$ cat config.mk
export PLATFORM = sky130hd
export DESIGN_NAME = qte_div_cell
export DESIGN_NICKNAME = d
export VERILOG_FILES = /design/src/sv/qte_pkg.sv /design/src/sv/qte_div_cell.sv
export SDC_FILE = /design/constraint.sdc
export NUM_CORES = 1
export LEC_CHECK = 0
export BUFFER_PORTS_ARGS = -buffer_cell sky130_fd_sc_hd__buf_2
export CORE_MARGIN = 3
export CORE_UTILIZATION = 35
export DETAILED_ROUTE_END_ITERATION = 16
export GPL_ROUTABILITY_DRIVEN = 0
export PLACE_DENSITY = 0.69
export SLEW_MARGIN = 5
export SYNTH_ARGS = -nofsm -noshare
export SYNTH_HDL_FRONTEND = slang
export SYNTH_SLANG_ARGS = --single-unit
export TNS_END_PERCENT = 20
$ cat constraint.sdc
create_clock -name clk -period 4.4 [get_ports clk]
set_clock_uncertainty 0.1 [all_clocks]
set_input_delay 1.32 -clock clk [delete_from_list [all_inputs] [get_ports clk]]
set_output_delay 1.32 -clock clk [all_outputs]
set_load 0.03 [all_outputs]
$ cat src/sv/qte_pkg.sv
// ----------------------------------------------------------------------------
// qte_pkg: shared types and constants for the quaternion to Euler converter
// Fixed-point widths, CORDIC arctangent table and output limits.
// ----------------------------------------------------------------------------
package qte_pkg;

    // field widths
    localparam int COMP_W   = 16;     // quaternion component, Q1.14
    localparam int OUT_W    = 16;     // roll / yaw word
    localparam int PITCH_W  = 15;     // pitch word

    // internal widths
    localparam int ARG_W    = 36;     // atan2 arguments
    localparam int XY_W     = 45;     // CORDIC vector coordinates
    localparam int NORM_W   = 41;     // normalized magnitude, top bit at NORM_W-1
    localparam int ANG_W    = 31;     // angle accumulator, 2^-20 degree
    localparam int PROD_W   = 32;     // 16x16 product
    localparam int DIV_D_W  = 33;     // squared norm
    localparam int DIV_R_W  = 34;     // divider partial remainder
    localparam int QUO_W    = 31;     // Q.30 sine magnitude, also root width
    localparam int RAD_W    = 61;     // radicand of the cosine root
    localparam int ROOT_W   = 62;     // root accumulator

    // CORDIC
    localparam int CORDIC_STAGES_DEF = 16;
    localparam int TAB_LEN           = 24;

    // angles in 2^-20 degree
    localparam int ANG_90   = 94371840;
    localparam int ANG_180  = 188743680;

    // output rounding to 1/128 degree and limits
    localparam int RND_SHIFT = 13;
    localparam int RND_HALF  = 4096;
    localparam int ROLL_LIM  = 23040;
    localparam int PITCH_LIM = 11520;

    typedef logic signed [ANG_W-1:0]  ang_t;
    typedef logic signed [XY_W-1:0]   xy_t;
    typedef logic signed [ARG_W-1:0]  arg_t;
    typedef logic signed [COMP_W-1:0] comp_t;
    typedef logic signed [PROD_W-1:0] prod_t;

    // fixed-angle override for degenerate vectors
    typedef struct packed {
        logic fix;
        ang_t fang;
    } fix_t;

    // atan(2^-i) in 2^-20 degree
    function automatic ang_t atan_entry(input int idx);
        ang_t v;
        case (idx)
            0:  v = ANG_W'(47185920);
            1:  v = ANG_W'(27855475);
            2:  v = ANG_W'(14718068);
            3:  v = ANG_W'(7471121);
            4:  v = ANG_W'(3750058);
            5:  v = ANG_W'(1876857);
            6:  v = ANG_W'(938658);
            7:  v = ANG_W'(469357);
            8:  v = ANG_W'(234682);
            9:  v = ANG_W'(117342);
            10: v = ANG_W'(58671);
            11: v = ANG_W'(29335);
            12: v = ANG_W'(14668);
            13: v = ANG_W'(7334);
            14: v = ANG_W'(3667);
            15: v = ANG_W'(1833);
            16: v = ANG_W'(917);
            17: v = ANG_W'(458);
            18: v = ANG_W'(229);
            19: v = ANG_W'(115);
            20: v = ANG_W'(57);
            21: v = ANG_W'(29);
            22: v = ANG_W'(14);
            23: v = ANG_W'(7);
            default: v = '0;
        endcase
        return v;
    endfunction

endpackage

$ cat src/sv/qte_div_cell.sv
// ----------------------------------------------------------------------------
// qte_div_cell: one restoring division cell
// Produces one quotient bit per cell and passes the doubled remainder on.
// ----------------------------------------------------------------------------
module qte_div_cell (
    input  logic                          clk,
    input  logic                          en,
    input  logic [qte_pkg::DIV_R_W-1:0]   r_in,
    input  logic [qte_pkg::DIV_D_W-1:0]   d_in,
    input  logic [qte_pkg::QUO_W-1:0]     q_in,
    output logic [qte_pkg::DIV_R_W-1:0]   r_out,
    output logic [qte_pkg::DIV_D_W-1:0]   d_out,
    output logic [qte_pkg::QUO_W-1:0]     q_out
);

    logic [qte_pkg::DIV_R_W-1:0] r_reg, r_next;
    logic [qte_pkg::DIV_D_W-1:0] d_reg;
    logic [qte_pkg::QUO_W-1:0]   q_reg, q_next;
    logic [qte_pkg::DIV_R_W-1:0] d_ext;
    logic [qte_pkg::DIV_R_W-1:0] rs;
    logic                        ge;

    // compare, subtract, then double for the next cell
    always_comb
    begin
        d_ext  = {1'b0, d_in};
        ge     = (r_in >= d_ext);
        rs     = ge ? (r_in - d_ext) : r_in;
        r_next = {rs[qte_pkg::DIV_R_W-2:0], 1'b0};
        q_next = {q_in[qte_pkg::QUO_W-2:0], ge};
    end

    always_ff @(posedge clk)
    begin
        if (en)
        begin
            r_reg <= r_next;
            d_reg <= d_in;
            q_reg <= q_next;
        end
    end

    assign r_out = r_reg;
    assign d_out = d_reg;
    assign q_out = q_reg;

endmodule

Word level (Yosys, flattened, before mapping):

Index checks and enable logic that the tools add are counted.

* flip-flop bits (word level): 97
* bits of input ports: 100
* output and inout port bits: 98

* add/subtract/negate cells: 1
* magnitude comparators: 1
* muxes and demuxes: 1

Operator list (number)
* $ge A34 B33 Y1: 1
* $mux W33: 1
* $sub A33 B33 Y33: 1

Logic depth before layout (Yosys ltp):

Gate-level depths: netlist of run 1.

* word-level depth: 2
* depth in mapped cells: 14
* gate-level depth less buffers: 12

Worst setup path after synthesis of run 1:

OpenSTA, ideal clock, no wires.

* path type: in2reg
* start point: input port r_in[0] (netlist name)
* end point: register r_reg, in the netlist r_out[2] (data pin)
* arrival: 3.506 ns
* slack: 0.533 ns
* stages: 12
* buffers on the path: 1
* cell sequence: inv_1 -> ha_1 -> inv_1 -> fa_1 -> a21o_1 -> a221oi_2 -> o21ai_2 -> a21boi_2 -> o31ai_2 -> a21oi_4 -> buf_12 -> mux2_4

* cells in the longest elaborated chain, start to end: 2
* elaborated cells on any way between the ends: 3
* those cells by class: add/sub (1); order compare (1); mux (1)

Ends and longest elaborated chain
* start, declared: RTL line qte_div_cell.sv:8 `input logic [qte_pkg::DIV_R_W-1:0] r_in,`
* $sub A33 B33 Y33 or $ge A34 B33 Y1 (tied branches): RTL line qte_div_cell.sv:28, qte_div_cell.sv:27
* $mux W33 (*): RTL line qte_div_cell.sv:28 `rs = ge ? (r_in - d_ext) : r_in;`
* net rs (one bit): RTL line qte_div_cell.sv:20 `logic [qte_pkg::DIV_R_W-1:0] rs;`
* end signal, assigned: RTL line qte_div_cell.sv:37 `r_reg <= r_next;`
* end, declared: RTL line qte_div_cell.sv:16 `logic [qte_pkg::DIV_R_W-1:0] r_reg, r_next;`

Mark *: on every way through the listed nets, which the timed path passes. The rest lies on a longest branch.
A chain may end at the register's enable or synchronous reset.

Final worst setup path of run 1:

* start point: input port r_in[0] (netlist name)
* end point: register r_reg, in the netlist r_out[12] (data pin)

Same word-level chain as after synthesis.

==> results of run 1 <==
-- state kept, by name, summed over array words and instances (netlist names) --
name   count
d_out     33
r_out     33
q_out     31
-- per-stage QoR --
step	worst slack [ns]	cells	cell area, µm²	utilization (%)	power, W
detailed placement	0.171	833	6600	44.4	0.00195
finish	0.541	851	6890	46.3	0.00268
floorplan	0.533	465	5450	-	0.00172
global placement	0.196	833	6600	44.4	0.00193
CTS	0.532	849	6880	46.3	0.00272
global route	0.326	850	6880	46.3	0.00283
-- cell type report --
cell class,count,area share [%]
Timing Repair Buffer,202,15.5
Multi-Input combinational cell,305,32.2
Tap cell,184,3.34
Clock inverter,7,0.854
Clock buffer,9,3.27
Sequential cell,97,42.3
Antenna cell,2,0.0727
Inverter,45,2.45
-- per-layer routing --
layer | share of wire, % | vias to the layer above | global-route usage (%)
met5 | 0.31 | - | 0
met4 | 1.4 | 6 | 4.36
met3 | 8.6 | 22 | 5.81
met2 | 49 | 171 | 26.3
met1 | 41 | 1955 | 18.6
li1 | - | 2119 | -
-- worst max path at each step --
stage,startpoint,endpoint,slack [ns]
floorplan,r_in[0],r_out[2],0.53
global placement,r_in[0],r_out[10],0.20
detailed placement,r_in[0],r_out[30],0.17
CTS,r_in[0],r_out[10],0.53
global route,r_in[0],r_out[25],0.33
finish,r_in[0],r_out[12],0.54
-- power by group through the flow --
| stage | clock [W] | combinational (W) | sequential (W) |
|---|---|---|---|
| 2_1_floorplan | 0 | 0.000335 | 0.00138 |
| 3_3_place_gp | 0 | 0.000755 | 0.00118 |
| 3_5_place_dp | 0 | 0.000768 | 0.00118 |
| 4_1_cts | 0.000787 | 0.000770 | 0.00116 |
| 5_1_grt | 0.000824 | 0.000833 | 0.00117 |
| 6_report | 0.000759 | 0.000764 | 0.00116 |
-- kinds of logic after synthesis --
family	Yosys count	share of synthesized area [%]
AO/OA/AOI/OAI	136	18.4
AND/OR/NAND/NOR	105	9.50
flip-flops	97	53.4
buffers and inverters	63	5.90
adder cells (fa/ha/maj)	34	7.94
XOR/XNOR	28	4.50
other	1	0.0688
multiplexers	1	0.275
-- synth_stat cells (4+ instances only) --
cell | number | area share [%]
nand2b_1 | 4 | 0.46
xnor2_1 | 15 | 2.4
nand2_2 | 10 | 1.1
nand4_1 | 5 | 0.57
o21bai_1 | 6 | 0.83
o21ai_0 | 14 | 1.3
a21o_1 | 12 | 1.7
inv_1 | 44 | 3.0
a21oi_1 | 32 | 2.9
o21ai_2 | 20 | 3.2
buf_2 | 6 | 0.55
and3_1 | 7 | 0.80
o21a_1 | 4 | 0.55
edfxtp_1 | 97 | 53
nor3_1 | 4 | 0.37
nand2_1 | 42 | 2.9
buf_6 | 5 | 1.0
o21ai_1 | 13 | 1.2
ha_1 | 33 | 7.6
o31ai_1 | 4 | 0.55
xor2_1 | 13 | 2.1
nand3_1 | 6 | 0.55
nor2_1 | 14 | 0.96
==> metrics.yaml, run 1 <==
grt_max_degree: 51
multi_input_area_um2: 2220
grt_setup_unrepaired: "false"
syn_to_final_growth_pct: 26.3
drtAntennaViolNets: 0
powerDensity_nw_per_um2: 389
ys.flop_type: "edfxtp_1"
p_switching_w: 0.000887
syn_area_um2: 5450
cts_buffers: 9
cts_root_buf: "clkbuf_16"
slew_headroom_pct: 56.6
layout-drive-gt1-share_pct: 39.7
num_vias: 4273
start_util_pct: 36.7
setup.worst_path.end_class: "register"
syn_avg_cell_area_um2: 11.7
die_height_um: 131
synthCells: 465
worst_pin_slew_ns: 0.650
hold_viol: 0
track_usage_pct: 15.5
p_leak_nw: 3.04
setup_viol: 0
ys_warn_count: 0
hold_path_end: "q_out[23]"
synth_nets: 599
cp_common_cell: "inv_1"
crit_fanout: 22
antenna_found_initial: 4
port_buffers: 195
hold_class: "in -> reg"
crit_arrival_ns: 3.85
fmaxAchievable_mhz: 259
vias_per_cell: 5.02
drcViolationCount: 0
crit_path_cell_trace: "buf_2, inv_1, ha_1, inv_1, fa_1, a21o_1, a221oi_2, buf_4, o21ai_2, a21boi_2, o31ai_2, a21oi_4, buf_12, o31ai_1"
sequentialPowerShare_pct: 43.2
die_w_um: 131
max_cap_viol_count: 0
hold_ws_ns: 1.04
seq_area_frac_synth_pct: 53.4
drv_slew: 0
final_common_cell: "buf_2"
async_reset_ff_share_pct: 0
first_pass_iters: 4
core_area_um2: 14900
synth_edf_count: 97
cp.required_ns: 4.40
gr-total-overflow: 0
clkTransAtPathRegs_ns: 0.07
nFillCells: 1429
hold_start: "q_in[22]"
regArea_um2: 2910
min_path_cells: 1
cts_hold_buf: 0
pwr-share-clk_pct: 28.3
swShare_pct: 33.1
path_depth: 14
grt_pass1_wl_mm: 20.6
cp_top_family: "compound AO/OA/AOI/OAI gates"
finalCriticalPeriod_ns: 3.86
post-route-period-util_pct: 87.7
fin_setup_tns_ns: 0
die_area_um2: 17100
first_iter_violations: 226
rows: 44
mostFrequentLayoutCells: "buf_2 (194), edfxtp_1 (97), inv_1 (44), nand2_1 (42), ha_1 (33)"
dpl.hpwl_mm: 10.7
cts_sinks: 97
synth-seq-cells: 97
cts_tree: "done"
grt_pass1_vias: 4168
cp_num_buf_inv: 5
clk_path_buf_depth: 2
totalWireLength_mm: 13.4
status: "finished, final reports clean"
cpPeakStageDelay_ns: 0.41
synth_cell_type_count: 61
ir_worst_vdd_mv: 0.159
nets: 794
ios: 198
p_int_w: 0.00179
cts_setup_buffers: 0
wire_per_inst_um: 15.7
worst_path_max_delay_cell: "fa_1"
cts.htree.levels: 3
cts-resized-gates: 0
start_kind: "primary input"
power_frac_comb_pct: 28.5
critical_path_class: "in -> reg"
(Power assumes the default switching activity.)
==> inputs of run 2 (changes only) <==
--- a/config.mk
+++ b/config.mk
@@ -5,12 +5,12 @@
 export SDC_FILE = /design/constraint.sdc
 export NUM_CORES = 1
 export LEC_CHECK = 0
+export ABC_AREA = 1
 export BUFFER_PORTS_ARGS = -buffer_cell sky130_fd_sc_hd__buf_2
 export CORE_MARGIN = 3
 export CORE_UTILIZATION = 35
 export DETAILED_ROUTE_END_ITERATION = 16
 export GPL_ROUTABILITY_DRIVEN = 0
-export PLACE_DENSITY = 0.69
 export SLEW_MARGIN = 5
 export SYNTH_ARGS = -nofsm -noshare
 export SYNTH_HDL_FRONTEND = slang
==> constraint.sdc (replaced) <==
create_clock -name clk -period 4.4 [get_ports clk]
set_clock_uncertainty 0.1 [all_clocks]
set_input_delay 1.32 -clock clk [delete_from_list [all_inputs] [get_ports clk]]
set_output_delay 1.32 -clock clk [all_outputs]
set_load 0.1 [all_outputs]
==> metrics.yaml, run 2 <==
layout-drive-gt1-share_pct: 25.8  # -14 points
clk_path_buf_depth: 2  # unchanged
cp_top_family: "simple AND/OR/NAND/NOR gates"
track_usage_pct: 16.5  # +0.93 points
cts-resized-gates: 0  # unchanged
syn_to_final_growth_pct: 24.7
dp_cells: 1191  # +43%
dpl.hpwl_mm: 12.8  # +19%
rows: 48  # +9.1%
ir_worst_vdd_mv: 0.242  # +53%
yosysTopAreaCell: "edfxtp_1"
highest_layer: "met4"
nFillCells: 1789  # +25%
ys.flop_type: "edfxtp_1"
synth_edf_count: 97  # unchanged
die_area_um2: 19500  # +14%
yosysMostFrequentCell: "nand2_1"
finalNonFillerCells: 1207  # +42%
wl_met2_mm: 7.24  # +11%
num_vias: 5341  # +25%
cts_root_buf: "clkbuf_16"
cp_num_buf_inv: 3  # -2
core_area_um2: 17400  # +17%
grt_setup_unrepaired: "false"
seq_area_frac_synth_pct: 46.7  # -6.7 points
start_util_pct: 35.9  # -0.73 points
clkTransAtPathRegs_ns: 0.08  # about the same
grt_pass1_vias: 5177  # +24%
totalWireLength_mm: 16.3  # +22%
multi_input_area_um2: 2650  # +19%
crit_arrival_ns: 3.34  # -0.51 ns
nets: 1111  # +40%
setup.worst_path.end_class: "register"
synthCells: 778  # +67%
finalCriticalPeriod_ns: 3.33  # -0.528 ns
max_cap_viol_count: 0  # unchanged
cts.htree.levels: 3  # unchanged
die_height_um: 140  # +6.7%
drv_slew: 0  # unchanged
diodes: 0  # -2
drtAntennaViolNets: 0  # unchanged
synth_cell_type_count: 31  # -49%
cts_setup_buffers: 0  # unchanged
synth_top_area_share_pct: 46.7  # -6.7 points
start_kind: "primary input"
cp.required_ns: 4.41  # about the same
first_pass_iters: 4  # unchanged
crit_path_cell_trace: "buf_2, inv_1, ha_1, inv_1, fa_1, nand3_1, nand3_2, nand2_1, nand2_2, nand2_4, nand2_8, nand3_1, nand2_1"
status: "finished, final reports clean"
ios: 198  # unchanged
fin_setup_tns_ns: 0  # unchanged
setup_viol: 0  # unchanged
async_reset_ff_share_pct: 0  # unchanged
worst_pin_slew_ns: 0.505  # -0.145 ns
cts_tree: "done"
slew_headroom_pct: 66.3  # +9.7 points
regArea_um2: 2910  # unchanged
gr-total-overflow: 0  # unchanged
wire_per_inst_um: 13.5  # -14%
wl_met3_mm: 1.29  # +12%
grt_max_degree: 63  # +24%
post-route-period-util_pct: 75.7  # -12 points
drcViolationCount: 0  # unchanged
synth_nets: 912  # +52%
worst_path_max_delay_cell: "fa_1"
first_iter_violations: 261  # +15%
die_w_um: 140  # +6.7%
hold_viol: 0  # unchanged
cpPeakStageDelay_ns: 0.43  # +0.02 ns
vias_per_cell: 4.43  # -12%
synth-seq-cells: 97  # unchanged
synthTopCellsByArea: "edfxtp_1 (47%), nand2_1 (17%), inv_1 (9.3%)"
final_common_cell: "nand2_1"
port_buffers: 195  # unchanged
syn_avg_cell_area_um2: 8.02  # -32%
cts_buffers: 9  # unchanged
crit_fanout: 35  # +59%
syn_area_um2: 6240  # +14%
critical_path_class: "in -> reg"
synth_common_cells: "nand2_1 (289), inv_1 (155), edfxtp_1 (97), nand3_1 (54), nor2_1 (35)"
grt_pass1_wl_mm: 25.8  # +25%
p_leak_nw: 4.16  # +37%
cts_hold_buf: 0  # unchanged
fmaxAchievable_mhz: 300  # +16%
mostFrequentLayoutCells: "nand2_1 (289), buf_2 (194), inv_1 (155), edfxtp_1 (97), nand3_1 (54)"
cts_sinks: 97  # unchanged
ys_warn_count: 0  # unchanged
powerDensity_nw_per_um2: 424  # +9.0%
wl_met1_mm: 7.52  # +37%
hold_class: "in -> reg"
antenna_found_initial: 0  # -4
==> run 2: cell types whose count changed after synthesis, moves of 14 or more <==
cell     previous run  this run
nand3_1             6        54
nor2_1             14        35
xnor2_1            15         1
o21ai_2            20         0
nand3_2             0        15
nand2_1            42       289
inv_1              44       155
==> run 2: kinds of logic after synthesis <==
family / count (synthesis) / share of synthesized area [%]
adders and majority gates: 34 / 6.94
and+or+nand+nor: 438 / 31.4
DFF: 97 / 46.7
AOI/OAI and AO/OA: 24 / 2.01
buffers and inverters: 170 / 10.9
other: 1 / 0.0601
xor gates and xnor gates: 14 / 1.97
==> run 2: worst paths after layout <==
| check | from | to | slack, ns | cells after the start |
|---|---|---|---|---|
| max | r_in[0] | r_out[18] | 1.07 | 13 |
| min | q_in[8] | q_out[9] | 1.03 | 1 |
==> run 2: layer usage <==
| metal | vias to the layer above | global-route usage (%) |
|---|---|---|
| met5 | - | 0 |
| met4 | 0 | 5.25 |
| met3 | 19 | 4.26 |
| met2 | 164 | 26.1 |
| met1 | 2330 | 22.1 |
| li1 | 2828 | - |
==> run 2: final cells by class <==
type / instances / share of cell area [%]
inverter: 160 / 7.72
tap: 225 / 3.62
multi-input combinational: 511 / 34.0
clock buffer: 9 / 2.90
sequential: 97 / 37.4
clock inverter: 7 / 1.29
timing repair buffer: 198 / 13.0
==> run 2: through the flow <==
stage / utilization [%] / area [µm²] / setup WS (ns) / hold slack (ns) / total power (W)
final: 44.8 / 7780 / 1.07 / 1.03 / 0.00330
after global routing: 44.8 / 7780 / 0.920 / 1.02 / 0.00346
after CTS: 44.8 / 7780 / 1.08 / 1.02 / 0.00334
after detailed placement: 42.9 / 7450 / 0.714 / 1.40 / 0.00247
after global placement: 42.9 / 7450 / 0.743 / 1.40 / 0.00246
after floorplan: - / 6240 / 1.33 / 1.32 / 0.00223
==> run 2: where the power goes <==
group | switching, W | leakage, nW | internal (W) | total, W
clock | 0.000394 | 0.158 | 0.000460 | 0.000854
combinational | 0.00105 | 3.05 | 0.000243 | 0.00129
sequential | 0.0000192 | 0.949 | 0.00113 | 0.00115
total | 0.00146 | 4.16 | 0.00184 | 0.00330
